<file path="src/rtl/core/ddo_pkg.sv">
// Shared types, constants and tables for the differential drive odometry block.
// No dependencies; every other file uses these through scoped names.
package ddo_pkg;

  localparam int ROT_W        = 16;
  localparam int RAD_W        = 16;
  localparam int AXLE_W       = 20;
  localparam int ANG_W        = 32;
  localparam int CS_W         = 34;
  localparam int MUL_W        = 32;
  localparam int DIV_N_W      = 64;
  localparam int DIV_D_W      = 34;
  localparam int MR_A_W       = 49;
  localparam int CFG_IDX_W    = 2;
  localparam int CFG_DATA_W   = 32;
  localparam int ATAN_ENTRIES = 24;

  localparam int POS_WIDTH_DEF    = 32;
  localparam int ANGLE_WIDTH_DEF  = 16;
  localparam int CORDIC_STEPS_DEF = 16;

  localparam logic [RAD_W-1:0]  RADIUS_RESET = 16'd3277;
  localparam logic [AXLE_W-1:0] AXLE_RESET   = 20'd19661;
  localparam logic [MUL_W-1:0]  INV_TWO_PI   = 32'd683565276;
  localparam logic signed [CS_W-1:0] CORDIC_GAIN = 34'sd652032874;

  localparam logic [CFG_IDX_W-1:0] CFG_RADIUS = 2'd0;
  localparam logic [CFG_IDX_W-1:0] CFG_AXLE   = 2'd1;

  typedef enum logic [4:0] {
    ST_IDLE,
    ST_DL,
    ST_DR,
    ST_CS0,
    ST_CS0_WAIT,
    ST_W_MUL,
    ST_W_DIV,
    ST_W_WAIT,
    ST_R_MUL,
    ST_R_DIV,
    ST_R_WAIT,
    ST_CS1,
    ST_CS1_WAIT,
    ST_MR_HI,
    ST_MR_LO,
    ST_MR_FIN,
    ST_OUT
  } state_e;

  // atan(2^-i) in 32-bit binary angle units
  function automatic logic [ANG_W-1:0] atan_unit(input logic [4:0] idx);
    logic [ANG_W-1:0] v;
    unique case (idx)
      5'd0:  v = 32'd536870912;
      5'd1:  v = 32'd316933406;
      5'd2:  v = 32'd167458907;
      5'd3:  v = 32'd85004756;
      5'd4:  v = 32'd42667331;
      5'd5:  v = 32'd21354465;
      5'd6:  v = 32'd10679838;
      5'd7:  v = 32'd5340245;
      5'd8:  v = 32'd2670163;
      5'd9:  v = 32'd1335087;
      5'd10: v = 32'd667544;
      5'd11: v = 32'd333772;
      5'd12: v = 32'd166886;
      5'd13: v = 32'd83443;
      5'd14: v = 32'd41722;
      5'd15: v = 32'd20861;
      5'd16: v = 32'd10430;
      5'd17: v = 32'd5215;
      5'd18: v = 32'd2608;
      5'd19: v = 32'd1304;
      5'd20: v = 32'd652;
      5'd21: v = 32'd326;
      5'd22: v = 32'd163;
      5'd23: v = 32'd81;
      default: v = '0;
    endcase
    return v;
  endfunction

endpackage

</file>
<file path="src/rtl/core/ddo_mul.sv">
// Shared unsigned 32x32 multiplier with a registered product.
// Depends on ddo_pkg for operand width.
module ddo_mul (
  input  logic                          clk_i,
  input  logic [ddo_pkg::MUL_W-1:0]     a_i,
  input  logic [ddo_pkg::MUL_W-1:0]     b_i,
  output logic [2*ddo_pkg::MUL_W-1:0]   prod_o
);

  logic [2*ddo_pkg::MUL_W-1:0] prod_q;

  always_ff @(posedge clk_i) begin
    prod_q <= a_i * b_i;
  end

  assign prod_o = prod_q;

endmodule

</file>
<file path="config.mk">
export PLATFORM = sky130hd
export DESIGN_NAME = ddo_mul
export DESIGN_NICKNAME = d
export VERILOG_FILES = /design/src/rtl/core/ddo_pkg.sv /design/src/rtl/core/ddo_mul.sv
export SDC_FILE = /design/constraint.sdc
export NUM_CORES = 2
export LEC_CHECK = 0
export BUFFER_PORTS_ARGS = -buffer_cell sky130_fd_sc_hd__buf_2
export CAP_MARGIN = 20
export CORE_ASPECT_RATIO = 0.8
export CORE_UTILIZATION = 25
export DETAILED_ROUTE_END_ITERATION = 16
export HOLD_SLACK_MARGIN = 0.1
export MAX_ROUTING_LAYER = met4
export PLACE_DENSITY = 0.46
export REMOVE_ABC_BUFFERS = 1
export SYNTH_ARGS = -nofsm -noshare
export SYNTH_HDL_FRONTEND = slang
export SYNTH_SLANG_ARGS = --single-unit
</file>
<file path="constraint.sdc">
create_clock -name clk_i -period 8.46 [get_ports clk_i]
set_input_delay 0.423 -clock clk_i [delete_from_list [all_inputs] [get_ports clk_i]]
set_output_delay 0.423 -clock clk_i [all_outputs]
set_load 0.1 [all_outputs]
</file>
==> Word-level counts from Yosys, hierarchy flattened <==
Cells that the tools add are included.
{ "totals": {"ff_bits": 64, "latch_bits": 0, "mem_bits_rw": 0, "romBits": 0, "inputBits": 65, "out_inout_bits": 64, "word_cells": 2, "n_memories": 0} }
{ "op_classes": {"add_sub_neg": 0, "n_mul": 1, "div_mod_pow": 0, "n_lt_le_gt_ge": 0, "eq_ne": 0, "shifts": 0, "muxes": 0, "bitwise_logic": 0, "n_reduce_logical": 0} }
{ "op_table": {"columns": ["op", "n"], "rows": [
  ["$mul A32 B32 Y64", 1]
]} }

==> Logic depth before layout (Yosys ltp) <==
{ "logic_depth": {"depth_word": 1, "mapped_depth": 29} }

==> Least setup slack after synthesis <==
No wires, ideal clock.
{ "synth_path": {"kind": "input -> register", "startpoint": "in a_i[25] in the netlist's numbering", "endpoint": "reg prod_q (netlist bit prod_o[62])", "t_arrival_ns": 7.104, "slack_ns": 1.284, "path_stages": 25, "path_buffers": 2, "path_cell_list": "clkbuf_1 -> nand2_1 -> fa_1 -> inv_1 -> fa_1 -> inv_1 -> fa_1 -> inv_1 -> fa_1 -> fa_1 -> fa_1 -> fa_1 -> inv_1 -> fa_1 -> inv_1 -> ha_1 -> buf_2 -> nand4_1 -> or4_1 -> or3_1 -> a31oi_1 -> a31o_2 -> a211oi_1 -> o21ai_1 -> xor2_1"} }
{ "synth_between": {"elab_chain_cells": 1} }
{ "synth_lines": {"columns": ["item", "line", "source"], "rows": [
  ["from (decl)", "ddo_mul.sv:5", "input logic [ddo_pkg::MUL_W-1:0] a_i,"],
  ["$mul A32 B32 Y64", "ddo_mul.sv:13", "prod_q <= a_i * b_i;"],
  ["to (signal assigned)", "ddo_mul.sv:13", null],
  ["to (decl)", "ddo_mul.sv:10", "logic [2*ddo_pkg::MUL_W-1:0] prod_q;"]
]} }
No other way between the ends.

==> Final worst setup path <==
{ "layout_path": {"startpoint": "in b_i[3] in the netlist's numbering", "endpoint": "reg prod_q (netlist bit prod_o[63])"} }
{ "layout_between": {"elab_chain_cells": 1} }
{ "layout_lines": {"columns": ["item", "line", "source"], "rows": [
  ["from (decl)", "ddo_mul.sv:6", "input logic [ddo_pkg::MUL_W-1:0] b_i,"],
  ["$mul A32 B32 Y64", "ddo_mul.sv:13", null]
]} }
No other way between the ends.

==> flow_metrics.env <==
export IMPL_startpoint_type="input port"
export IMPL_seq_area_frac_synth=0.0369
export IMPL_use_met2=0.231
export IMPL_worstPathMaxFanout=13
export IMPL_cts_root_buf="clkbuf_16"
export IMPL_area_growth_pct=9.08
export IMPL_ctsResizeCount=0
export IMPL_synth_cell_types=57
export IMPL_die_y_um=335
export IMPL_crit_required_ps=8710
export IMPL_antenna_found_initial=5
export IMPL_dieArea_um2=140000
export IMPL_crit_path_max_incr_delay_ps=580
export IMPL_critPathKind="in2reg"
export IMPL_clkSlewWorstSetupHoldPaths_ps=60
export IMPL_finalHoldViolCount=0
export IMPL_arrival_ps=8100
export IMPL_ys_top_cells_by_area="fa_1, and2_1, ha_1, inv_1, nand2_1"
export IMPL_grt_overflow=0
export IMPL_num_io_pins=129
export IMPL_grt_start_max_net_pins=33
export IMPL_detail_route_antenna_nets=0
export IMPL_grt_pass1_wl_um=172000
export IMPL_largest_reg_flops=64
export IMPL_gr_usage_met3=0.0225
export IMPL_initial_core_util=0.253
export IMPL_chipWidth_um=418
export IMPL_synthArstFlopShare=0
export IMPL_hold_class="in2reg"
export IMPL_cts_num_sinks=64
export IMPL_setup_tns_ps=0
export IMPL_route_detailed_drc=0
export IMPL_port_buffers=128
export IMPL_synth_area_um2=34700
export IMPL_cpLargestDelayFamily="adder cells"
export IMPL_cts_tree="yes"
export IMPL_synth_edff_count=0
export IMPL_grt_pass1_vias=26200
export IMPL_synth_flop_cell="dfxtp_1"
export IMPL_max_cap_violations=0
export IMPL_cts_buffers=9
export IMPL_fmax_mhz=128
export IMPL_avgViaCountPerCell=4.34
export IMPL_synth_top_area_cell="fa_1"
export IMPL_end_kind="flop"
export IMPL_regArea_um2=1280
export IMPL_wirelength_um=110000
export IMPL_final_max_slew_viol_count=0
export IMPL_n_fill_cell=14800
export IMPL_core_area_um2=137000
export IMPL_post_cts_buffers=0
export IMPL_vias=24400
export IMPL_slowest_stage="a31oi_1"
export IMPL_status="finished clean"
export IMPL_grt_use_total=0.168
export IMPL_yosys_warnings=0
export IMPL_period_share=0.927
export IMPL_syn_area_per_cell_um2=9.25
export IMPL_fin_nets=4988
export IMPL_dpl_hpwl_um=94800
export IMPL_wl_per_cell_um=19.6
export IMPL_multi_input_area_um2=29300
export IMPL_drt_pass1_iter_count=6
export IMPL_syn_instance_count=3748
export IMPL_setup_viol=0
export IMPL_tightest_slew_ps=769
export IMPL_synth_top_area_frac=0.517
export IMPL_gp_congestion=0.892
export IMPL_postCtsHoldBufs=0
export IMPL_path_buf_inv=6
export IMPL_drt_iter0_drc=1476
export IMPL_crit_top_cell="fa_1"
export IMPL_period_needed_ps=7840
export IMPL_gr_usage_met1=0.263
export IMPL_grt_most_used_layer="met1"
export IMPL_synth_seq_cells=64
export IMPL_clk_path_buf_depth=2
export IMPL_drive_above_1_share=0.0682
export IMPL_cts_htree_levels=3
export IMPL_grt_setup_unrepaired="false"
export IMPL_timing_slew_headroom=0.487
export IMPL_fp_row_count=121
==> cells in the mapped netlist, drive strengths merged, types with 25 or more instances <==
master / instances
fa: 896
inv: 865
and2: 602
nand2: 480
ha: 263
clkbuf: 213
a21oi: 66
dfxtp: 64
a21o: 40
xnor2: 35
o21ai: 26
xor2: 25
==> cell usage in the layout, fill, tap and decap left out, types with 12 or more instances in the layout <==
master	Yosys	final
fa_1	896	896
and3_1	14	14
xor2_1	25	25
buf_2	6	128
inv_1	865	865
a21oi_1	63	63
ha_1	263	263
buf_4	0	95
xnor2_1	35	35
nor2_1	20	20
o21ai_0	21	21
a21o_1	40	40
a31oi_1	12	12
nand2_1	480	480
and2_1	602	602
dfxtp_1	64	64
nand4_1	23	23
==> per-layer routing <==
| metal | vias up | wire length (um) |
|---|---|---|
| met4 | 0 | 962 |
| met1 | 12900 | 58900 |
| li1 | 10900 | - |
| met2 | 541 | 44800 |
| met3 | 57 | 5400 |
| met5 | - | 0 |
==> logic make-up (layout without fill, tap and decap cells) <==
logic type	count (synthesis)	in the layout	synth area share
DFF	64	64	0.0369
buffers and inverters	1085	1106	0.118
adders and majority gates	1159	1159	0.612
AOI/OAI and AO/OA	202	202	0.0415
xor gates and xnor gates	60	60	0.0152
other	0	3	0
and+or+nand+nor	1177	1177	0.176
muxes	1	1	0.000289
==> path summary, 6_finish.rpt <==
path,from,to,cells after the start
worst max-delay path,b_i[3],prod_o[63],25
worst min-delay path,a_i[0],prod_o[0],3
==> tightest hold or removal path, delay by kind of cell <==
kind,cells,cell delay (ps)
buffers and inverters,2,430
AND/OR/NAND/NOR,1,170
==> cell type report <==
class                      count  area share
multi-input combinational   2599       0.775
inverter                     865      0.0858
tap                         1845      0.0610
timing repair buffer         225      0.0368
sequential                    64      0.0339
clock buffer                  10     0.00605
clock inverter                 6     0.00116
antenna                        3    0.000198
==> through the flow <==
stage	utilization	hold slack, ps	setup slack (ps)	cells	instance area (um^2)
final	0.276	726	619	5617	37800
after global routing	0.276	739	355	5617	37800
after CTS	0.276	717	690	5614	37800
after detailed placement	0.274	976	342	5598	37500
after global placement	0.274	978	336	5598	37500
after floorplan	-	545	1570	3528	33800
Power is left out: the tool's default activity adds up to more than one toggle a clock period on the data nets, which glitch-free logic cannot reach.
