<file path="src/rtl/core/ddo_pkg.sv">
// Shared types, constants and tables for the differential drive odometry block.
// No dependencies; every other file uses these through scoped names.
package ddo_pkg;

  localparam int ROT_W        = 16;
  localparam int RAD_W        = 16;
  localparam int AXLE_W       = 20;
  localparam int ANG_W        = 32;
  localparam int CS_W         = 34;
  localparam int MUL_W        = 32;
  localparam int DIV_N_W      = 64;
  localparam int DIV_D_W      = 34;
  localparam int MR_A_W       = 49;
  localparam int CFG_IDX_W    = 2;
  localparam int CFG_DATA_W   = 32;
  localparam int ATAN_ENTRIES = 24;

  localparam int POS_WIDTH_DEF    = 32;
  localparam int ANGLE_WIDTH_DEF  = 16;
  localparam int CORDIC_STEPS_DEF = 16;

  localparam logic [RAD_W-1:0]  RADIUS_RESET = 16'd3277;
  localparam logic [AXLE_W-1:0] AXLE_RESET   = 20'd19661;
  localparam logic [MUL_W-1:0]  INV_TWO_PI   = 32'd683565276;
  localparam logic signed [CS_W-1:0] CORDIC_GAIN = 34'sd652032874;

  localparam logic [CFG_IDX_W-1:0] CFG_RADIUS = 2'd0;
  localparam logic [CFG_IDX_W-1:0] CFG_AXLE   = 2'd1;

  typedef enum logic [4:0] {
    ST_IDLE,
    ST_DL,
    ST_DR,
    ST_CS0,
    ST_CS0_WAIT,
    ST_W_MUL,
    ST_W_DIV,
    ST_W_WAIT,
    ST_R_MUL,
    ST_R_DIV,
    ST_R_WAIT,
    ST_CS1,
    ST_CS1_WAIT,
    ST_MR_HI,
    ST_MR_LO,
    ST_MR_FIN,
    ST_OUT
  } state_e;

  // atan(2^-i) in 32-bit binary angle units
  function automatic logic [ANG_W-1:0] atan_unit(input logic [4:0] idx);
    logic [ANG_W-1:0] v;
    unique case (idx)
      5'd0:  v = 32'd536870912;
      5'd1:  v = 32'd316933406;
      5'd2:  v = 32'd167458907;
      5'd3:  v = 32'd85004756;
      5'd4:  v = 32'd42667331;
      5'd5:  v = 32'd21354465;
      5'd6:  v = 32'd10679838;
      5'd7:  v = 32'd5340245;
      5'd8:  v = 32'd2670163;
      5'd9:  v = 32'd1335087;
      5'd10: v = 32'd667544;
      5'd11: v = 32'd333772;
      5'd12: v = 32'd166886;
      5'd13: v = 32'd83443;
      5'd14: v = 32'd41722;
      5'd15: v = 32'd20861;
      5'd16: v = 32'd10430;
      5'd17: v = 32'd5215;
      5'd18: v = 32'd2608;
      5'd19: v = 32'd1304;
      5'd20: v = 32'd652;
      5'd21: v = 32'd326;
      5'd22: v = 32'd163;
      5'd23: v = 32'd81;
      default: v = '0;
    endcase
    return v;
  endfunction

endpackage

</file>
<file path="src/rtl/core/ddo_cordic.sv">
// Iterative rotation-mode CORDIC, one micro-rotation per cycle, with quadrant fold.
// Depends on ddo_pkg for the arctangent table and datapath widths.
module ddo_cordic #(
  parameter int CORDIC_STEPS = ddo_pkg::CORDIC_STEPS_DEF
) (
  input  logic                              clk_i,
  input  logic                              rst_ni,
  input  logic                              start_i,
  input  logic [ddo_pkg::ANG_W-1:0]         angle_i,
  output logic                              done_o,
  output logic signed [ddo_pkg::CS_W-1:0]   cos_o,
  output logic signed [ddo_pkg::CS_W-1:0]   sin_o
);

  localparam int AW = ddo_pkg::ANG_W;
  localparam int SW = ddo_pkg::CS_W;
  localparam int CW = $clog2(CORDIC_STEPS);

  logic                 busy_q, done_q;
  logic [CW-1:0]        cnt_q;
  logic signed [SW-1:0] x_q, y_q, z_q;
  logic [1:0]           quad_q;
  logic [AW-1:0]        a_pre;
  logic signed [SW-1:0] dx, dy, at;

  assign a_pre = angle_i + 32'h2000_0000;
  assign dx    = y_q >>> cnt_q;
  assign dy    = x_q >>> cnt_q;
  assign at    = SW'(signed'({1'b0, ddo_pkg::atan_unit(5'(cnt_q))}));

  always_ff @(posedge clk_i or negedge rst_ni) begin
    if (!rst_ni) begin
      busy_q <= 1'b0;
      done_q <= 1'b0;
      cnt_q  <= '0;
    end else begin
      done_q <= 1'b0;
      if (start_i) begin
        busy_q <= 1'b1;
        cnt_q  <= '0;
      end else if (busy_q) begin
        cnt_q <= cnt_q + CW'(1);
        if (cnt_q == CW'(CORDIC_STEPS - 1)) begin
          busy_q <= 1'b0;
          done_q <= 1'b1;
        end
      end
    end
  end

  always_ff @(posedge clk_i) begin
    if (start_i) begin
      quad_q <= a_pre[AW-1:AW-2];
      x_q    <= ddo_pkg::CORDIC_GAIN;
      y_q    <= '0;
      z_q    <= SW'(signed'({1'b0, a_pre[AW-3:0]})) - SW'(signed'(33'h0_2000_0000));
    end else if (busy_q) begin
      if (!z_q[SW-1]) begin
        x_q <= x_q - dx;
        y_q <= y_q + dy;
        z_q <= z_q - at;
      end else begin
        x_q <= x_q + dx;
        y_q <= y_q - dy;
        z_q <= z_q + at;
      end
    end
  end

  // fold the result back to its quadrant
  always_comb begin
    unique case (quad_q)
      2'd0: begin cos_o = x_q;  sin_o = y_q;  end
      2'd1: begin cos_o = -y_q; sin_o = x_q;  end
      2'd2: begin cos_o = -x_q; sin_o = -y_q; end
      default: begin cos_o = y_q; sin_o = -x_q; end
    endcase
  end

  assign done_o = done_q;

endmodule

</file>
<file path="config.mk">
export PLATFORM = sky130hd
export DESIGN_NAME = ddo_cordic
export DESIGN_NICKNAME = d
export VERILOG_FILES = /design/src/rtl/core/ddo_pkg.sv /design/src/rtl/core/ddo_cordic.sv
export SDC_FILE = /design/constraint.sdc
export NUM_CORES = 1
export LEC_CHECK = 0
export BUFFER_PORTS_ARGS = -buffer_cell sky130_fd_sc_hd__buf_2
export CAP_MARGIN = 20
export CORE_MARGIN = 2
export CORE_UTILIZATION = 63
export CTS_BUF_LIST = sky130_fd_sc_hd__clkbuf_8
export DETAILED_ROUTE_END_ITERATION = 10
export GPL_ROUTABILITY_DRIVEN = 0
export MAX_ROUTING_LAYER = met4
export PLACE_DENSITY = 0.82
export SKIP_LAST_GASP = 1
export SLEW_MARGIN = 30
export SYNTH_ARGS = -nofsm -noshare
export SYNTH_HDL_FRONTEND = slang
export SYNTH_SLANG_ARGS = --single-unit
</file>
<file path="constraint.sdc">
create_clock -name clk_i -period 8.6 [get_ports clk_i]
set_input_delay 0.43 -clock clk_i [delete_from_list [all_inputs] [get_ports clk_i]]
set_output_delay 0.43 -clock clk_i [all_outputs]
set_load 0.02 [all_outputs]
</file>
-- Word level (Yosys, flattened, before mapping)
Memories as Yosys holds them, arrays and structs flattened.
Index checks and enable logic that the tools add are counted.
- register bits: 110
- bits in latches: 0
- bits in writable memories: 0
- bits in read-only memories: 480
- bits of input ports: 35
- output and inout port bits: 69
- memories kept: 1
- memory list (memory ; depth ; width ; read ports ; clocked after Yosys merged registers in ; wr ports ; RTL line ; source):
    (name not given) ; 16 ; 30 ; 1 ; 0 ; 0 ; ddo_pkg.sv:53 ; unique case (idx)
- add/sub/neg operators: 11
- multiply operators: 0
- divide/modulo/power cells: 0
- $lt $le $gt $ge: 0
- equal/unequal tests: 3
- shift-type cells: 2
- multiplexer cells: 15
- bitwise gates (word level): 0
- reductions and logical operators: 2
- operators with widths (kind ; number):
    case mux 34 bit (3 select lines) ; 2
    2-to-1 mux 34 bit ; 5
    adder 34 bit ; 2
    negation 34 bit ; 2
    >>> shifter 34 x 4 -> 34 bit ; 2
    subtractor 34 bit ; 2
    adder 34 x 33 -> 34 bit ; 1
    subtractor 34 x 33 -> 34 bit ; 1
    adder 32 x 30 -> 32 bit (second input constant) ; 1
    subtractor 30 x 30 -> 31 bit (second input constant) ; 1
    2-to-1 mux 4 bit ; 2
    2-to-1 mux 1 bit ; 6
    adder 4 x 1 -> 4 bit (second input constant) ; 1
    == test 4 bit (second input constant) ; 1
    == test 2 x 1 -> 1 bit (second input constant) ; 1
    == test 2 bit (second input constant) ; 1
    zero test 2 bit ; 1
    nonzero test 2 bit ; 1

-- Longest topological paths before layout
An unclocked memory read counts as a cell.
- depth after elaboration: 5
- mapped depth: 29
- gate-level depth less buffers: 24

-- Worst setup path after synthesis
No wires, ideal clock.
- path kind: register to register
- start point: register cnt_q[3]
- end point: register x_q[33]
- setup time: 123 ps
- arrival time: 6220 ps
- path slack: 2257 ps
- stages on the path, launching flop included: 30
- period minus slack after synthesis: 6343 ps
- cell sequence: dfrtp_1 -> clkbuf_1 -> clkbuf_1 -> clkbuf_1 -> buf_1 -> clkbuf_1 -> buf_1 -> buf_1 -> clkbuf_1 -> a21oi_1 -> nor2_1 -> ha_1 -> inv_1 -> a211oi_2 -> nand4_1 -> nor3_2 -> and2_1 -> nor2_1 -> xnor2_1 -> ha_1 -> a21o_1 -> a21oi_1 -> o21bai_1 -> a21o_1 -> a21o_1 -> or3b_2 -> o221ai_1 -> nand2_1 -> mux2i_1 -> mux2_1
- longest elaborated chain between the ends: 3
- elaborated cells on any way between the ends: 4
- those cells by class: add/sub (2); shift (1); mux (1)
- RTL lines (item ; RTL line ; source):
    start: declaration ; ddo_cordic.sv:20 ; logic [CW-1:0] cnt_q;
    start signal: assignment ; ddo_cordic.sv:42 ; cnt_q <= cnt_q + CW'(1);
    >>> shifter 34 x 4 -> 34 bit (*) ; ddo_cordic.sv:27 ; assign dx = y_q >>> cnt_q;
    subtractor 34 bit / adder 34 bit (equally long branches) ; ddo_cordic.sv:59, ddo_cordic.sv:63 ;
    2-to-1 mux 34 bit (*) ; ddo_cordic.sv:58 ; if (!z_q[SW-1]) begin
    end signal: assignment ; ddo_cordic.sv:54 ; x_q <= ddo_pkg::CORDIC_GAIN;
    end signal: assignment ; ddo_cordic.sv:59 ; x_q <= x_q - dx;
    end signal: assignment ; ddo_cordic.sv:63 ; x_q <= x_q + dx;
    end: declaration ; ddo_cordic.sv:21 ; logic signed [SW-1:0] x_q, y_q, z_q;
Mark *: on every way between the ends. The rest lies on a longest branch, timed or not.
A chain may end at the register's enable or synchronous reset.

-- Final worst setup path
- start point: register cnt_q[2]
- end point: register y_q[33]
- longest elaborated chain between the ends: 3
- elaborated cells on any way between the ends: 4
- those cells by class: add/sub (2); shift (1); mux (1)
- RTL lines (item ; RTL line ; source):
    >>> shifter 34 x 4 -> 34 bit (*) ; ddo_cordic.sv:28 ; assign dy = x_q >>> cnt_q;
    adder 34 bit / subtractor 34 bit (equally long branches) ; ddo_cordic.sv:60, ddo_cordic.sv:64 ;
    2-to-1 mux 34 bit (*) ; ddo_cordic.sv:58 ;
    end signal: assignment ; ddo_cordic.sv:60 ; y_q <= y_q + dy;
    end signal: assignment ; ddo_cordic.sv:64 ; y_q <= y_q - dy;
    end: declaration ; ddo_cordic.sv:21 ;
Marked as above.

==> results.md <==
Layout:
- The final layout contains 2469 nets.
- The library cells used most frequently in the layout, excluding fill and tap cells, are sky130_fd_sc_hd__nand2_1 (265), sky130_fd_sc_hd__nor2_1 (233), sky130_fd_sc_hd__a21oi_1 (206), sky130_fd_sc_hd__o21ai_0 (168), sky130_fd_sc_hd__xnor2_1 (166).
- From synthesis to final layout, the design area changed by 3.44%.
- The number of filler cells placed in the layout is 2411.
- The antenna diode count is 0.
- The count of cells in the finished layout, fillers not included, comes to 2705.
- The most common cell after layout, fill and taps aside is sky130_fd_sc_hd__nand2_1.
- Of the cells placed in the final design, the portion with a size suffix greater than 1 is 12.5%.

Timing:
- Across all setup checks in the final design, the least slack found is 1.75 ns.
- The period utilization is 79.6%.
- At the pin with the least slew margin, the transition time is 1.06 ns.
- The final total negative setup slack is 0 ns.
- The worst max-slew margin expressed relative to the limit is 29.3%.
- The max-slew violation count is 0.
- Setup repair after global routing left no endpoint under its margin.
- For the finished layout, the period the worst path requires is 6.85 ns.
- Setup violations remaining at the end of the flow were counted as 0.
- Static timing analysis puts the maximum clock frequency at 0.146 GHz.
- The final hold violation count is 0.
- On the final layout, the worst clock skew is 0.0203 ns.

Worst setup path:
- Along the worst path, the maximum fanout reaches 74.
- STA puts the critical path data arrival time at 7.19 ns.
- STA classifies the critical path endpoint as a flip-flop.
- The element type at the critical path start is a flip-flop.
- STA puts the critical path data required time at 8.95 ns.
- The worst setup path is of the flip-flop to flip-flop kind.

Synth:
- The post-synthesis cell count is 2359.
- Counting flops with an async set or reset pin after synthesis yields a share of 5.45%.
- The post-synthesis cell area is 18200 um2.
- The top flip-flop cell by instance count after synthesis is sky130_fd_sc_hd__dfxtp_1.
- The total of flip-flops plus latches after synthesis is 110.
- The synthesized area per cell is 7.70 um2.
- Yosys printed 0 warnings.
- When the netlist entered floorplanning its net count stood at 2512.
- After synthesis, flip-flops and latches occupy 14.3% of the total area.
- Yosys mapped a number of flops with a built-in enable equal to 36.
- The number of library cell types mapped by synthesis is 96.

Detailed routing:
- Wires add up to 57800 um.
- The total via count in the routed design is 18.7k.
- The violation count after the first detailed-routing iteration is 2725.
- The mean routed wirelength per cell is 21.4 um.
- Once detail routing completed, the nets flagged for antenna violations numbered 0.
- Using the TritonRoute via totals, the vias-per-cell ratio works out to 6.92.
- The iteration count of the initial detailed-routing pass is 11.
- After detailed routing, the number of remaining DRC violations is 0.

Place:
- The count of placed standard cells including taps is 2688.
- Once detailed placement completed, the half-perimeter wirelength came to 43100 um.
- The number of buffers inserted by port buffering is 103.
- The post-placement worst setup slack is 1.95 ns.

Run:
- The count of maximum capacitance violations is 0.

Global route:
- The number of antenna violations at the first check in global routing is 0.
- The global-route wire length before repair is 91700 um.
- Entering global routing, the biggest net connects 119 pins.
- The number of global-route vias before repair came to 17.5k.
- The global-route usage over all layers is 38.7%.
- Global routing finished with a remaining overflow of 0.

Clock network:
- The maximum number of buffers from clock root to sink is 2.
- The cell sitting at the root of the clock tree is a sky130_fd_sc_hd__clkbuf_8.
- CTS built an H-tree with a depth of 3.
- The number of sinks handled by clock tree synthesis is 110.
- Clock tree synthesis inserted a total of 9 buffers.
- After clock tree synthesis, the clock-pin slew on the worst setup and hold paths is 0.12 ns.
- The post-cts sizing count is 0.
- The TritonCTS clock tree is yes.
- The clock insertion delay at the later pin of the skew report is 0.43 ns.

Hold path:
- The type of the worst min-delay path is primary input to flip-flop.

Die:
- The floorplan step defined a core boundary enclosing 28500 um2.
- The die is 174 um wide.
- The die covers 30200 um2.
- The starting density of the core is 63.6%.
- The number of primary I/O pins is 104.
- The y dimension of the die is 174 um.
- The floorplan has 62 rows.

Outcome:
- The flow ran to the end, and the final reports show no timing, DRC or antenna violations.
## sequential cells by signal, summed over array words and instances, names as in the netlist
register and count:
done_o 1, busy_q 1, quad_q 2, z_q 34
y_q 34, x_q 34, cnt_q 4
## synthesized netlist by cell type (12+ instances only)
cell type                  count  share of area, %
sky130_fd_sc_hd__nand2_1     265               5.5
sky130_fd_sc_hd__nor2_1      233               4.8
sky130_fd_sc_hd__a21oi_1     206               5.7
sky130_fd_sc_hd__o21ai_0     168               4.6
sky130_fd_sc_hd__xnor2_1     166               8.0
sky130_fd_sc_hd__ha_1        115               7.9
sky130_fd_sc_hd__clkbuf_1    102               2.1
sky130_fd_sc_hd__xor2_1       97               4.7
sky130_fd_sc_hd__mux2i_1      90               5.0
sky130_fd_sc_hd__mux4_2       75               9.3
sky130_fd_sc_hd__dfxtp_1      68               7.5
sky130_fd_sc_hd__a21o_1       65               2.7
sky130_fd_sc_hd__inv_1        47              0.97
sky130_fd_sc_hd__nor3_1       43               1.2
sky130_fd_sc_hd__nand3_1      41               1.1
sky130_fd_sc_hd__buf_1        39              0.81
sky130_fd_sc_hd__mux2_2       37               2.3
sky130_fd_sc_hd__nand2b_1     37               1.3
sky130_fd_sc_hd__edfxtp_1     36               6.0
sky130_fd_sc_hd__a31oi_1      35               1.2
sky130_fd_sc_hd__nor2b_1      31               1.1
sky130_fd_sc_hd__a211oi_1     30               1.2
sky130_fd_sc_hd__buf_2        25              0.69
sky130_fd_sc_hd__o31ai_1      22              0.91
sky130_fd_sc_hd__and3_1       18              0.62
sky130_fd_sc_hd__o21a_1       17              0.70
sky130_fd_sc_hd__and2_1       15              0.52
sky130_fd_sc_hd__nor4_1       15              0.52
sky130_fd_sc_hd__or3_1        15              0.52
sky130_fd_sc_hd__nand4_1      12              0.41
## per-layer routing
metal | vias to the layer above | track usage (%) | wire length (um)
met5 | - | - | 0
met3 | 308 | 9.85 | 7990
li1 | 8496 | - | -
met1 | 8654 | 49.4 | 22000
met4 | 0 | 20.4 | 3420
met2 | 1253 | 56.2 | 24400
## worst max-delay path, stage by stage, from the launching register on
cell	delay [ns]
sky130_fd_sc_hd__dfrtp_4	0.89
sky130_fd_sc_hd__buf_4	0.77
sky130_fd_sc_hd__mux4_2	0.46
sky130_fd_sc_hd__a21oi_1	0.23
sky130_fd_sc_hd__a32oi_1	0.27
sky130_fd_sc_hd__or4_1	0.76
sky130_fd_sc_hd__nor2_1	0.35
sky130_fd_sc_hd__a21oi_1	0.14
sky130_fd_sc_hd__xnor2_1	0.24
sky130_fd_sc_hd__ha_1	0.32
sky130_fd_sc_hd__and3_1	0.23
sky130_fd_sc_hd__and2_1	0.17
sky130_fd_sc_hd__a221oi_1	0.37
sky130_fd_sc_hd__a211oi_1	0.20
sky130_fd_sc_hd__nor2_1	0.31
sky130_fd_sc_hd__o31ai_1	0.17
sky130_fd_sc_hd__o41ai_1	0.35
sky130_fd_sc_hd__xnor2_1	0.20
sky130_fd_sc_hd__nand3_1	0.11
sky130_fd_sc_hd__a21oi_1	0.16
## what timing repair did
action                    in CTS  in global routing
hold buffers                   1                  0
setup buffers                  0                  0
hold endpoints to repair       6                  0
## layout make-up
cell class                 instances  area (um2)  share of cell area, %
tap                              384         480                   2.56
clock inverter                     6        68.8                  0.366
timing repair buffer             125         689                   3.67
clock buffer                      10         138                  0.733
multi-input combinational       2021       14600                   77.8
inverter                          49         184                  0.979
sequential                       110        2610                   13.9
## path summary, 6_finish.rpt
| path | from | endpoint | slack (ns) | cells past startpoint |
|---|---|---|---|---|
| max in group asynchronous | rst_ni | cnt_q[1] | 8.01 | 2 |
| min in group asynchronous | rst_ni | cnt_q[2] | 0.39 | 2 |
| worst max-delay path | cnt_q[2] | y_q[33] | 1.75 | 19 |
| worst min register to register | y_q[0] | y_q[0] | 0.60 | 2 |
| worst max register to register | cnt_q[2] | y_q[33] | 1.75 | 19 |
| worst min-delay path | angle_i[13] | z_q[13] | 0.27 | 3 |
## kinds of logic (layout without fill, tap and decap cells)
| logic type | count (synthesis) | in the layout | share of synthesized area [%] |
|---|---|---|---|
| xor gates and xnor gates | 263 | 263 | 12.7 |
| DFF | 110 | 110 | 14.3 |
| muxes | 204 | 204 | 16.8 |
| buffers and inverters | 228 | 190 | 5.26 |
| adders and majority gates | 118 | 118 | 8.25 |
| and+or+nand+nor | 780 | 780 | 20.4 |
| AOI/OAI and AO/OA | 656 | 656 | 22.4 |
## metrics by stage
step | utilization (%) | hold slack (ns) | area [um2]
detailed placement | 65.0 | 0.287 | 18600
CTS | 65.8 | 0.258 | 18800
global route | 65.8 | 0.270 | 18800
floorplan | - | 0.134 | 18200
global placement | 65.0 | 0.286 | 18600
finish | 65.8 | 0.268 | 18800
Power is left out: the tool's default activity adds up to more than one toggle a clock period on the data nets, which glitch-free logic cannot reach.
