`src/rtl/core/ddo_pkg.sv`:
```
// Shared types, constants and tables for the differential drive odometry block.
// No dependencies; every other file uses these through scoped names.
package ddo_pkg;

  localparam int ROT_W        = 16;
  localparam int RAD_W        = 16;
  localparam int AXLE_W       = 20;
  localparam int ANG_W        = 32;
  localparam int CS_W         = 34;
  localparam int MUL_W        = 32;
  localparam int DIV_N_W      = 64;
  localparam int DIV_D_W      = 34;
  localparam int MR_A_W       = 49;
  localparam int CFG_IDX_W    = 2;
  localparam int CFG_DATA_W   = 32;
  localparam int ATAN_ENTRIES = 24;

  localparam int POS_WIDTH_DEF    = 32;
  localparam int ANGLE_WIDTH_DEF  = 16;
  localparam int CORDIC_STEPS_DEF = 16;

  localparam logic [RAD_W-1:0]  RADIUS_RESET = 16'd3277;
  localparam logic [AXLE_W-1:0] AXLE_RESET   = 20'd19661;
  localparam logic [MUL_W-1:0]  INV_TWO_PI   = 32'd683565276;
  localparam logic signed [CS_W-1:0] CORDIC_GAIN = 34'sd652032874;

  localparam logic [CFG_IDX_W-1:0] CFG_RADIUS = 2'd0;
  localparam logic [CFG_IDX_W-1:0] CFG_AXLE   = 2'd1;

  typedef enum logic [4:0] {
    ST_IDLE,
    ST_DL,
    ST_DR,
    ST_CS0,
    ST_CS0_WAIT,
    ST_W_MUL,
    ST_W_DIV,
    ST_W_WAIT,
    ST_R_MUL,
    ST_R_DIV,
    ST_R_WAIT,
    ST_CS1,
    ST_CS1_WAIT,
    ST_MR_HI,
    ST_MR_LO,
    ST_MR_FIN,
    ST_OUT
  } state_e;

  // atan(2^-i) in 32-bit binary angle units
  function automatic logic [ANG_W-1:0] atan_unit(input logic [4:0] idx);
    logic [ANG_W-1:0] v;
    unique case (idx)
      5'd0:  v = 32'd536870912;
      5'd1:  v = 32'd316933406;
      5'd2:  v = 32'd167458907;
      5'd3:  v = 32'd85004756;
      5'd4:  v = 32'd42667331;
      5'd5:  v = 32'd21354465;
      5'd6:  v = 32'd10679838;
      5'd7:  v = 32'd5340245;
      5'd8:  v = 32'd2670163;
      5'd9:  v = 32'd1335087;
      5'd10: v = 32'd667544;
      5'd11: v = 32'd333772;
      5'd12: v = 32'd166886;
      5'd13: v = 32'd83443;
      5'd14: v = 32'd41722;
      5'd15: v = 32'd20861;
      5'd16: v = 32'd10430;
      5'd17: v = 32'd5215;
      5'd18: v = 32'd2608;
      5'd19: v = 32'd1304;
      5'd20: v = 32'd652;
      5'd21: v = 32'd326;
      5'd22: v = 32'd163;
      5'd23: v = 32'd81;
      default: v = '0;
    endcase
    return v;
  endfunction

endpackage

```
`src/rtl/core/ddo_div.sv`:
```
// Restoring divider, one quotient bit per cycle.
// Depends on ddo_pkg for dividend and divisor widths.
module ddo_div (
  input  logic                          clk_i,
  input  logic                          rst_ni,
  input  logic                          start_i,
  input  logic [ddo_pkg::DIV_N_W-1:0]   dividend_i,
  input  logic [ddo_pkg::DIV_D_W-1:0]   divisor_i,
  output logic                          done_o,
  output logic [ddo_pkg::DIV_N_W-1:0]   quot_o
);

  localparam int NW = ddo_pkg::DIV_N_W;
  localparam int DW = ddo_pkg::DIV_D_W;
  localparam int CW = $clog2(NW);

  logic          busy_q, done_q;
  logic [CW-1:0] cnt_q;
  logic [NW-1:0] num_q;
  logic [DW-1:0] rem_q, div_q;
  logic [DW:0]   trial;
  logic          fits;

  assign trial = {rem_q, num_q[NW-1]};
  assign fits  = trial >= {1'b0, div_q};

  always_ff @(posedge clk_i or negedge rst_ni) begin
    if (!rst_ni) begin
      busy_q <= 1'b0;
      done_q <= 1'b0;
      cnt_q  <= '0;
    end else begin
      done_q <= 1'b0;
      if (start_i) begin
        busy_q <= 1'b1;
        cnt_q  <= '0;
      end else if (busy_q) begin
        cnt_q <= cnt_q + CW'(1);
        if (cnt_q == CW'(NW - 1)) begin
          busy_q <= 1'b0;
          done_q <= 1'b1;
        end
      end
    end
  end

  always_ff @(posedge clk_i) begin
    if (start_i) begin
      num_q <= dividend_i;
      div_q <= divisor_i;
      rem_q <= '0;
    end else if (busy_q) begin
      num_q <= {num_q[NW-2:0], fits};
      rem_q <= fits ? DW'(trial - {1'b0, div_q}) : trial[DW-1:0];
    end
  end

  assign done_o = done_q;
  assign quot_o = num_q;

endmodule

```
`config.mk`:
```
export PLATFORM = sky130hd
export DESIGN_NAME = ddo_div
export DESIGN_NICKNAME = d
export VERILOG_FILES = /design/src/rtl/core/ddo_pkg.sv /design/src/rtl/core/ddo_div.sv
export SDC_FILE = /design/constraint.sdc
export NUM_CORES = 1
export LEC_CHECK = 0
export BUFFER_PORTS_ARGS = -buffer_cell sky130_fd_sc_hd__buf_2
export CORE_MARGIN = 4
export CORE_UTILIZATION = 40
export CTS_CLUSTER_DIAMETER = 150
export DETAILED_ROUTE_END_ITERATION = 10
export PLACE_DENSITY = 0.6
export SLEW_MARGIN = 20
export SYNTH_ARGS = -nofsm -noshare
export SYNTH_HDL_FRONTEND = slang
export SYNTH_SLANG_ARGS = --single-unit
```
`constraint.sdc`:
```
create_clock -name clk_i -period 5.14 [get_ports clk_i]
set_clock_uncertainty 0.05 [all_clocks]
set_input_delay 0.257 -clock clk_i [delete_from_list [all_inputs] [get_ports clk_i]]
set_output_delay 0.257 -clock clk_i [all_outputs]
set_load 0.005 [all_outputs]
```
# Word level (Yosys, flattened, before mapping)
# Index checks and enable logic that the tools add are counted.
# totals
regBits,140
inputBits,101
out_inout_bits,65
elab_cells,22
# op_classes
addsub,2
order_cmp,1
eq_ne,1
mux,11
n_reduce_logical,1
# op_table
operator,count
$mux W64,2
$ge A35 B34 Y1,1
$mux W34,1
$sub A34 B34 Y34,1
$mux W6,2
$add A6 B1 Y6 const B,1
$eq A6 B6 Y1 const B,1
$mux W1,6
$reduce_bool A2 Y1,1

# Logic depth before layout (Yosys ltp)
# Gate-level depths: netlist of run 1.
# logic_depth
ltp_word,4
mapped_depth,14
depth_no_buf,13

# Least setup slack after synthesis of run 1
# OpenSTA, ideal clock, no wires.
# synth_timing
path_kind,reg-to-reg
from,"reg num_q[63], in the netlist quot_o[63]"
to,reg rem_q[24]
setup_time_ps,86
arrival_time_ps,2591
required_time_ps,5004
setup_slack_ps,2413
stages_incl_launch_ff,14
n_path_buf,0
period_less_slack_ps,2727
path_cell_list,edfxtp_1 > inv_1 > ha_1 > inv_1 > fa_1 > a21o_1 > a21oi_1 > o21a_1 > o21ai_0 > a21oi_1 > o31a_1 > xnor2_1 > mux2i_1 > a211oi_1
# synth_via
elab_chain_len,2
elab_cells_between_ends,3
cone_classes,add/sub (1); order compare (1); mux (1)
# synth_rtl
item,line_no,text
from (decl),ddo_div.sv:19,logic [NW-1:0] num_q;
from (signal assigned),ddo_div.sv:49,num_q <= dividend_i;
from (signal assigned),ddo_div.sv:53,"num_q <= {num_q[NW-2:0], fits};"
$sub A34 B34 Y34 / $ge A35 B34 Y1 (equally long branches),"ddo_div.sv:54, ddo_div.sv:25",
$mux W34 *,ddo_div.sv:54,"rem_q <= fits ? DW'(trial - {1'b0, div_q}) : trial[DW-1:0];"
to (signal assigned),ddo_div.sv:54,
to (decl),ddo_div.sv:20,"logic [DW-1:0] rem_q, div_q;"
# Every way passes the cells marked *; elsewhere a longest branch is shown, timed or not.
# A chain may end at the register's enable or synchronous reset.

# Worst setup path in the final report of run 1
# layout_timing
from,reg rem_q[15]
to,reg rem_q[15]
# layout_via
elab_chain_len,2
# layout_rtl
item,line_no,text
$ge A35 B34 Y1,ddo_div.sv:25,"assign fits = trial >= {1'b0, div_q};"
$mux W34,ddo_div.sv:54,
# Every way passes these cells.

==> results of run 1 <==
## worst max-delay path by stage
stage	endpoint	cells past startpoint
3_3_place_gp	rem_q[15]$_SDFFE_PP0P_	12
2_1_floorplan	rem_q[24]$_SDFFE_PP0P_	13
4_1_cts	rem_q[15]$_SDFFE_PP0P_	11
5_1_grt	rem_q[15]$_SDFFE_PP0P_	12
3_5_place_dp	rem_q[15]$_SDFFE_PP0P_	11
6_report	rem_q[15]$_SDFFE_PP0P_	11
## stage by stage
stage	hold slack (ps)	area, um2	util [%]	cells	setup slack (ps)
2_1_floorplan	-88.6	7590	-	676	2410
3_3_place_gp	64.6	8600	46.0	1048	1660
3_5_place_dp	64.9	8600	46.0	1048	1570
4_1_cts	51.4	9530	50.9	1115	1550
5_1_grt	54.8	9530	50.9	1115	1270
6_report	73.3	9530	50.9	1115	1600
## registers in the layout (all words and copies together) (netlist names)
name    cells
div_q      34
done_o      1
quot_o     64
cnt_q       6
rem_q      34
busy_q      1
## area by class of cell
type,count,area [um2],share of cell area (%)
Timing Repair Buffer,208,1240,13.0
Clock buffer,18,429,4.50
Clock inverter,14,149,1.56
Tap cell,234,293,3.07
Multi-Input combinational cell,452,3410,35.8
Sequential cell,140,3820,40.1
Inverter,49,184,1.93
## power by group
| part | switching, W | leakage (nW) | internal [W] |
|---|---|---|---|
| clock network | 0.000543 | 0.279 | 0.000687 |
| logic | 0.000158 | 2.47 | 0.000174 |
| registers | 0.0000395 | 1.39 | 0.00130 |
| total | 0.000741 | 4.14 | 0.00216 |
## cells in the mapped netlist (4+ instances only)
cell | n | share of area, %
nand3_1 | 11 | 0.73
clkbuf_1 | 23 | 1.1
a31oi_1 | 8 | 0.66
o21ai_1 | 7 | 0.46
nand2b_1 | 6 | 0.49
nor2_1 | 59 | 2.9
mux2_2 | 63 | 9.4
a211oi_2 | 13 | 2.1
a32oi_1 | 5 | 0.58
nand4_1 | 7 | 0.58
mux2i_1 | 15 | 2.0
a211oi_1 | 12 | 1.2
nor2b_1 | 5 | 0.41
xnor2_1 | 17 | 2.0
o21bai_1 | 4 | 0.40
a21o_1 | 15 | 1.5
o211ai_1 | 4 | 0.40
edfxtp_1 | 98 | 39
nand2_1 | 30 | 1.5
ha_1 | 35 | 5.8
inv_1 | 49 | 2.4
o21ai_0 | 24 | 1.6
a21oi_1 | 48 | 3.2
dfxtp_1 | 34 | 9.0
o31ai_1 | 8 | 0.79
dfrtp_1 | 8 | 2.6
o21a_1 | 7 | 0.69
xor2_1 | 15 | 1.7
## critical path: cells and delay by family, from the launching register on
kind	cells	cell delay, ps
buf+inv	1	440
simple gates	2	380
compound gates	7	1880
flops	1	330
fa+ha+maj	1	360
## cells by family (layout without fill, tap and decap cells)
group,after synthesis,after routing,synth area share [%]
simple gates,135,135,8.18
xor+xnor,32,32,3.69
flops,140,140,50.4
buf+inv,84,289,4.65
fa+ha+maj,36,36,6.04
mux,78,78,11.3
compound gates,171,171,15.7
## repair_timing
| action | 4_1_cts | 5_1_grt |
|---|---|---|
| resized for setup | 0 | 0 |
| hold buffers | 35 | 0 |
| hold endpoints to repair | 42 | 0 |
## per-layer routing
| metal | vias to the layer above | part of all wire (%) |
|---|---|---|
| li1 | 2881 | - |
| met3 | 13 | 7.5 |
| met1 | 2634 | 47 |
| met5 | - | 0 |
| met2 | 156 | 45 |
| met4 | 0 | 1.1 |
==> flow_summary_export.csv, run 1 <==
group,metric,value,unit
timing,hold_violations,0,
timing,fin_crit_sh,68.9,%
timing,rsz0062_at_grt,"false",
power_and_ir_drop,leakage,4.14,nW
worst_setup_path,cpPeakStageDelay,630,ps
routing,ant_nets,0,
logic_synthesis,synth.avg_cell_area,11.2,um2
logic_synthesis,syn_inst,676,
global_routing,top_usage_layer,"met2",
die,coreArea,18700,um2
logic_synthesis,synth_cell_type_count,58,
routing,viasPerCell,5.10,
clock_tree,cts_sinks,140,
die,io_pins,166,
global_routing,overflow,0,
routing,drtIter0Drc,287,
worst_setup_path,r2r_start,"rem_q[15]$_SDFFE_PP0P_",
clock_tree,post_cts_buffers,0,
worst_hold_path,hp-class,"primary input to register",
worst_setup_path,crit_path_start_kind,"register",
clock_tree,cts_root_buf,"clkbuf_16",
die,die_area,21200,um2
logic_synthesis,netlist_area,7590,um2
final_layout,drive_gt1_share,33.0,%
worst_setup_path,worstSetupPathType,"register to register",
worst_setup_path,r2r_end,"rem_q[15]$_SDFFE_PP0P_",
clock_tree,cts.reportedPaths.clkPinSlew,70,ps
clock_tree,htree_levels,4,
global_routing,antenna_found_initial,0,
worst_setup_path,regToRegSetupSlack,1600,ps
run,cap_violations,0,
logic_synthesis,ys_ff_latch,140,
worst_hold_path,worstHoldStart,"dividend_i[24]",
final_layout,areaGrowthSynthToFinish,25.6,%
routing,wl,18100,um
final_layout,diodes,0,
global_routing,met1_usage,22.8,%
routing,wl_per_cell,16.3,um
global_routing,grt_pass1_vias,5887,
clock_tree,clock_latency,430,ps
timing,worstMarginPinSlew,987,ps
timing,timing.final.crit_period,3540,ps
worst_setup_path,crit_path_top_delay_cell,"o21ai_4",
routing,vias,5684,
routing,route.detailed.drc,0,
logic_synthesis,synth_flop_cell,"edfxtp_1",
final_layout,mostFrequentLayoutCell,"buf_2",
worst_setup_path,crit_chain,"ha_1, a211oi_2, o21ai_1, a311oi_2, a311oi_2, or2_4, o21ai_4, buf_4, nand2_1, o41a_1, a211oi_2",
logic_synthesis,synth_edf_count,98,
routing,drt-pass1-iter-count,4,
logic_synthesis,yosys_warnings,0,
power_and_ir_drop,power_density,304,nW/um2
worst_hold_path,whs_path_depth,2,
worst_setup_path,cp.arrival,3830,ps
final_layout,fill_cells,1704,
timing,setup-violations-final,0,
die,rows,50,
global_routing,met2_usage,27.0,%
worst_setup_path,required,5430,ps
global_routing,grt_max_degree,76,
outcome,status,"complete, no violations",
timing,max_freq,283,MHz
timing,slew_headroom,34.2,%
die,die_y,146,um
power_and_ir_drop,vdd_drop_max,0.199,mV
global_routing,grt_use_met3,6.32,%
logic_synthesis,synth_nets,813,
logic_synthesis,async_reset_ff_share,5.71,%
power_and_ir_drop,power,0.00290,W
placed_design,portBuffers,165,
global_routing,track_usage,17.3,%
placed_design,place_hpwl,13000,um
timing,finalSetupTns,0,ps
timing,slew_viol_final,0,
worst_setup_path,endpoint_kind,"register",
clock_tree,clk_path_buf_depth,2,
worst_hold_path,hold_end,"quot_o[24]$_DFFE_PP_",
clock_tree,cts_tree,"done",
final_layout,fin_nets,1005,
worst_setup_path,startpoint,"rem_q[15]$_SDFFE_PP0P_",
clock_tree,cts_inserted_buffers,17,
global_routing,grt_first_pass_wirelength,29900,um
die,initial_core_util,40.6,%
logic_synthesis,seq_area_frac_synth,50.4,%
final_layout,final_cell_mix,"buf_2, edfxtp_1, mux2_2",
worst_setup_path,reg2regPathDepth,11,
placed_design,routabilityCongestion,0.807,
die,die_w,146,um
worst_setup_path,critPathMaxFanout,28,
Note: power is estimated with default switching activity, not from simulation.
==> run 2, diff against run 1 <==
--- a/config.mk
+++ b/config.mk
@@ -5,12 +5,13 @@
 export SDC_FILE = /design/constraint.sdc
 export NUM_CORES = 1
 export LEC_CHECK = 0
+export ABC_AREA = 1
 export BUFFER_PORTS_ARGS = -buffer_cell sky130_fd_sc_hd__buf_2
 export CORE_MARGIN = 4
 export CORE_UTILIZATION = 40
 export CTS_CLUSTER_DIAMETER = 150
 export DETAILED_ROUTE_END_ITERATION = 10
-export PLACE_DENSITY = 0.6
+export PLACE_DENSITY = 0.61
 export SLEW_MARGIN = 20
 export SYNTH_ARGS = -nofsm -noshare
 export SYNTH_HDL_FRONTEND = slang
==> constraint.sdc (replaced) <==
create_clock -name clk_i -period 3.1 [get_ports clk_i]
set_clock_uncertainty 0.05 [all_clocks]
set_input_delay 0.155 -clock clk_i [delete_from_list [all_inputs] [get_ports clk_i]]
set_output_delay 0.155 -clock clk_i [all_outputs]
set_load 0.005 [all_outputs]
==> flow_summary_export.csv, run 2 <==
group,metric,value,unit
outcome,status,"complete, no violations",
die,coreArea,21000,um2
clock_tree,post_cts_buffers,0,
logic_synthesis,seq_area_frac_synth,45.0,%
logic_synthesis,syn_inst,1146,
clock_tree,cts_tree,"done",
clock_tree,cts_inserted_buffers,17,
timing,timing.final.crit_period,2440,ps
final_layout,final_cell_mix,"nand2_1, inv_1, buf_2",
placed_design,routabilityCongestion,0.891,
power_and_ir_drop,swShare,39.1,%
power_and_ir_drop,power,0.00743,W
routing,vias,7898,
final_layout,drive_gt1_share,16.6,%
timing,finalSetupTns,0,ps
logic_synthesis,synth_flop_cell,"edfxtp_1",
run,cap_violations,0,
power_and_ir_drop,vdd_drop_max,0.311,mV
placed_design,portBuffers,165,
timing,hold_violations,0,
final_layout,largest_reg_flops,64,
logic_synthesis,synth_nets,1283,
final_layout,fin_nets,1542,
power_and_ir_drop,pwr-share-seq,33.1,%
timing,setup-violations-final,0,
power_and_ir_drop,clkPwrFrac,27.1,%
routing,drt-pass1-iter-count,6,
power_and_ir_drop,leakage,5.84,nW
logic_synthesis,synth_common_cells,"nand2_1, inv_1, edfxtp_1, nand3_1, nor2_1",
worst_setup_path,crit_path_start_kind,"register",
logic_synthesis,synth_edf_count,98,
logic_synthesis,yosys_warnings,0,
worst_setup_path,required,3350,ps
die,io_pins,166,
final_layout,mostFrequentLayoutCell,"nand2_1",
die,die_w,154,um
clock_tree,clk_path_buf_depth,2,
die,rows,53,
routing,route.detailed.drc,0,
global_routing,antenna_found_initial,1,
clock_tree,clock_latency,430,ps
global_routing,overflow,0,
power_and_ir_drop,pwr-share-comb,39.7,%
timing,fin_crit_sh,78.6,%
worst_setup_path,worstSetupPathType,"register to register",
global_routing,grt_first_pass_wirelength,38100,um
worst_setup_path,critPathMaxFanout,16,
timing,max_freq,410,MHz
die,initial_core_util,40.5,%
clock_tree,htree_levels,4,
power_and_ir_drop,power_density,670,nW/um2
clock_tree,cts.reportedPaths.clkPinSlew,70,ps
global_routing,grt_max_degree,67,
clock_tree,hold_buffers,96,
routing,wl_per_cell,13.4,um
timing,slew_headroom,55.2,%
worst_setup_path,endpoint_kind,"register",
routing,wl,22700,um
worst_hold_path,hp-class,"primary input to register",
timing,slew_viol_final,0,
logic_synthesis,synth_top_cell_area_share,34.7,%
logic_synthesis,async_reset_ff_share,5.71,%
logic_synthesis,synth.avg_cell_area,7.41,um2
timing,rsz0062_at_grt,"false",
die,die_area,23600,um2
worst_setup_path,cp.arrival,2680,ps
final_layout,diodes,0,
logic_synthesis,netlist_area,8490,um2
logic_synthesis,synth_top_area_cell,"edfxtp_1",
routing,viasPerCell,4.67,
placed_design,place_hpwl,16200,um
power_and_ir_drop,p_sw,0.00291,W
timing,worstMarginPinSlew,672,ps
logic_synthesis,yosys-top-cells-area,"edfxtp_1, nand2_1, dfxtp_1",
clock_tree,cts_sinks,140,
power_and_ir_drop,intPower,0.00452,W
routing,ant_nets,0,
die,die_y,154,um
final_layout,areaGrowthSynthToFinish,30.6,%
routing,drtIter0Drc,389,
logic_synthesis,yosysMostFrequentCell,"nand2_1",
clock_tree,cts_root_buf,"clkbuf_16",
clock_tree,post_cts_resized,0,
global_routing,grt_pass1_vias,7786,
global_routing,track_usage,19.5,%
logic_synthesis,synth_cell_type_count,40,
logic_synthesis,ys_ff_latch,140,
==> run 2: final cells by class <==
cell class,instances,area (um2)
fillers,2054,9870
flip-flops and latches,140,3820
multi-input cells,797,3810
repair buffers,269,1860
inverters,180,677
clock buffers,17,425
well taps,275,344
clock inverters,15,145
==> run 2: routing by layer <==
metal  up-vias  track usage [%]  part of all wire [%]
met1      3518             25.0                    45
li1       4086                -                     -
met3        43             5.54                   7.0
met5         -                0                 0.057
met4         2             6.69                   2.4
met2       249             31.8                    46
==> run 2: power groups by stage <==
| stage | Combinational, W | Sequential (W) | Clock (W) |
|---|---|---|---|
| finish | 0.00295 | 0.00246 | 0.00202 |
| global route | 0.00338 | 0.00250 | 0.00214 |
| CTS | 0.00296 | 0.00246 | 0.00206 |
| global placement | 0.00284 | 0.00249 | 0 |
| detailed placement | 0.00285 | 0.00249 | 0 |
| floorplan | 0.00222 | 0.00247 | 0 |
==> run 2: worst paths after layout <==
| kind | slack, ps | cells past startpoint | to | start |
|---|---|---|---|---|
| hold reg to reg | 420 | 2 | rem_q[30]$_SDFFE_PP0P_ | rem_q[30]$_SDFFE_PP0P_ |
| setup / recovery | 660 | 13 | rem_q[9]$_SDFFE_PP0P_ | div_q[27]$_DFFE_PP_ |
| setup reg to reg | 660 | 13 | rem_q[9]$_SDFFE_PP0P_ | div_q[27]$_DFFE_PP_ |
| min in group asynchronous | 60 | 2 | cnt_q[5]$_DFFE_PN0P_ | rst_ni |
| max in group asynchronous | 2760 | 2 | cnt_q[0]$_DFFE_PN0P_ | rst_ni |
| hold / removal | 7 | 3 | quot_o[47]$_DFFE_PP_ | dividend_i[47] |
==> run 2: cell families after synthesis <==
kind of cell               Yosys count  synth area share (%)
AOI/OAI and AO/OA                   56                  3.64
DFF                                140                  45.0
and+or+nand+nor                    689                  34.2
buffers and inverters              209                  10.1
adders and majority gates           36                  5.40
xor gates and xnor gates            16                  1.65
==> run 2: critical path, cell delays in order, from the launching register on <==
cell and delay, ps:
edfxtp_1 320, inv_1 40, ha_1 350, nand2_1 170
nor2_1 100, nand2_1 80, inv_1 50, nand2_2 110
nor2_4 50, nor2_4 430, buf_4 290, nand3_1 90
nand3_1 100, o21ai_1 60
==> run 2: stage by stage <==
step | setup slack, ps | instance area [um2] | instances | util (%) | hold slack (ps)
2_1_floorplan | 7.66 | 8490 | 1146 | - | -191
3_3_place_gp | 677 | 9550 | 1565 | 45.6 | -40.2
3_5_place_dp | 670 | 9550 | 1565 | 45.6 | -38.1
4_1_cts | 648 | 11100 | 1693 | 52.9 | 0.941
5_1_grt | 421 | 11100 | 1693 | 52.9 | 3.79
6_report | 663 | 11100 | 1693 | 52.9 | 7.32
==> run 3, diff against run 2 <==
==> constraint.sdc (replaced) <==
create_clock -name clk_i -period 2.2 [get_ports clk_i]
set_clock_uncertainty 0.05 [all_clocks]
set_input_delay 0.11 -clock clk_i [delete_from_list [all_inputs] [get_ports clk_i]]
set_output_delay 0.11 -clock clk_i [all_outputs]
set_load 0.005 [all_outputs]
==> flow_summary_export.csv, run 3 (same netlist as run 2, synthesis figures left out) <==
group,metric,value,unit
power_and_ir_drop,vdd_drop_max,0.527,mV
routing,drtIter0Drc,502,
die,initial_core_util,40.5,%
outcome,status,"complete, no violations",
worst_setup_path,crit_path_top_delay_cell,"edfxtp_1",
worst_setup_path,critPathBufInv,4,
clock_tree,cts_sinks,140,
worst_setup_path,crit_family,"adder cells",
global_routing,overflow,0,
worst_setup_path,r2r_start,"quot_o[63]$_DFFE_PP_",
worst_setup_path,crit_chain,"inv_2, ha_4, inv_2, fa_2, buf_6, nand4_1, nand3b_1, buf_4, xnor2_2, nand2_1, nand3_1, o21ai_1",
routing,wl,25000,um
routing,wl_per_cell,14.3,um
worst_setup_path,cp.arrival,2360,ps
global_routing,grt_first_pass_wirelength,39700,um
final_layout,largest_reg_flops,64,
placed_design,place_area,9810,um2
timing,fin_crit_sh,96.2,%
clock_tree,cts_inserted_buffers,17,
clock_tree,clock_latency,430,ps
clock_tree,clk_path_buf_depth,2,
final_layout,fill_cells,1939,
run,cap_violations,0,
timing,hold_violations,0,
die,die_area,23600,um2
worst_setup_path,crit_top_cell,"inv_2",
worst_setup_path,required,2440,ps
global_routing,track_usage,20.5,%
worst_setup_path,worstSetupPathType,"register to register",
placed_design,routabilityCongestion,0.937,
global_routing,antenna_found_initial,1,
final_layout,areaGrowthSynthToFinish,43.8,%
timing,worstMarginPinSlew,444,ps
routing,viasPerCell,4.67,
timing,layout_setup_ws,82.5,ps
die,io_pins,166,
worst_setup_path,worst-path-stages,12,
timing,timing.final.crit_period,2120,ps
clock_tree,cts.reportedPaths.clkPinSlew,70,ps
worst_setup_path,reg2regPathDepth,12,
power_and_ir_drop,leakage,6.18,nW
final_layout,fin_area,12200,um2
timing,finalSetupTns,0,ps
power_and_ir_drop,power_density,967,nW/um2
worst_hold_path,hp-class,"primary input to asynchronous set/reset pin",
worst_setup_path,regToRegSetupSlack,80,ps
routing,ant_nets,0,
die,die_w,154,um
clock_tree,cts_tree,"done",
timing,setup-violations-final,0,
worst_setup_path,endpoint_kind,"register",
worst_setup_path,crit_path_start_kind,"register",
clock_tree,htree_levels,4,
routing,drt-pass1-iter-count,5,
final_layout,final_cell_mix,"nand2_1, inv_1, buf_2",
timing,max_freq,472,MHz
global_routing,grt_max_degree,82,
timing,slew_viol_final,0,
final_layout,fin_nets,1598,
final_layout,mostFrequentLayoutCell,"nand2_1",
die,rows,53,
timing,rsz0062_at_grt,"true",
timing,slew_headroom,70.4,%
placed_design,place_hpwl,16900,um
die,coreArea,21000,um2
final_layout,post-route-util,58.3,%
worst_setup_path,startpoint,"quot_o[63]$_DFFE_PP_",
worst_setup_path,r2r_end,"rem_q[10]$_SDFFE_PP0P_",
final_layout,drive_gt1_share,25.4,%
worst_setup_path,endpoint,"rem_q[10]$_SDFFE_PP0P_",
final_layout,diodes,0,
power_and_ir_drop,power,0.0118,W
worst_setup_path,cpPeakStageDelay,390,ps
routing,vias,8176,
placed_design,post-place-ws,-19.5,ps
placed_design,portBuffers,165,
routing,route.detailed.drc,0,
worst_setup_path,critPathMaxFanout,3,
die,die_y,154,um
global_routing,grt_pass1_vias,8067,
clock_tree,cts_root_buf,"clkbuf_16",
run 3: cell types whose count changed in the layout (fill, tap and decap cells not counted), moves of 6 or more:
cell     change
nand2_4      +7
buf_4       +39
ha_1        -30
inv_2        +9
nand2_2     +20
inv_1        -9
ha_4        +29
nor2_1       -6
nand2_1     -26
buf_6        +6
run 3: routing by layer:
metal | vias up | global-route usage (%) | share of wire (%)
met5 | - | 0 | 0.052
met4 | 2 | 7.23 | 2.4
met3 | 39 | 4.73 | 6.4
met2 | 265 | 33.6 | 47
met1 | 3660 | 26.7 | 44
li1 | 4210 | - | -
run 3: worst min-delay path by stage:
stage	startpoint	end	slack [ps]	cells after the start
6_report	rst_ni	cnt_q[4]$_DFFE_PN0P_	20	2
2_1_floorplan	rst_ni	busy_q$_DFF_PN0_	-240	0
3_3_place_gp	rst_ni	cnt_q[4]$_DFFE_PN0P_	-80	1
3_5_place_dp	rst_ni	cnt_q[4]$_DFFE_PN0P_	-80	1
5_1_grt	rst_ni	cnt_q[3]$_DFFE_PN0P_	20	2
4_1_cts	rst_ni	cnt_q[4]$_DFFE_PN0P_	10	2
run 3: where the power goes:
part	switching, W	leakage, nW	internal (W)
Clock	0.00133	0.278	0.00151
Sequential	0.000330	1.42	0.00324
Combinational	0.00298	4.47	0.00241
run 3: layout make-up:
class / instances / area [um2] / area share [%]
Sequential cell: 140 / 3820 / 31.3
Inverter: 180 / 677 / 5.54
Clock inverter: 15 / 145 / 1.19
Tap cell: 275 / 344 / 2.82
Clock buffer: 17 / 425 / 3.48
Multi-Input combinational cell: 802 / 4480 / 36.7
Timing Repair Buffer: 320 / 2310 / 18.9
run 3: repair_timing:
item,4_1_cts,5_1_grt
buffers inserted,5,9
cloned,1,5
pin swaps,3,22
endpoints found under the setup margin,13,35
endpoints found under the hold margin,105,0
hold buffers,98,0
gates resized for setup,14,114
run 3: metrics by stage:
step,cells,hold WS (ps)
6_report,1749,18.2
5_1_grt,1749,20.1
4_1_cts,1735,9.58
3_5_place_dp,1599,-81.0
3_3_place_gp,1599,-79.9
2_1_floorplan,1146,-236
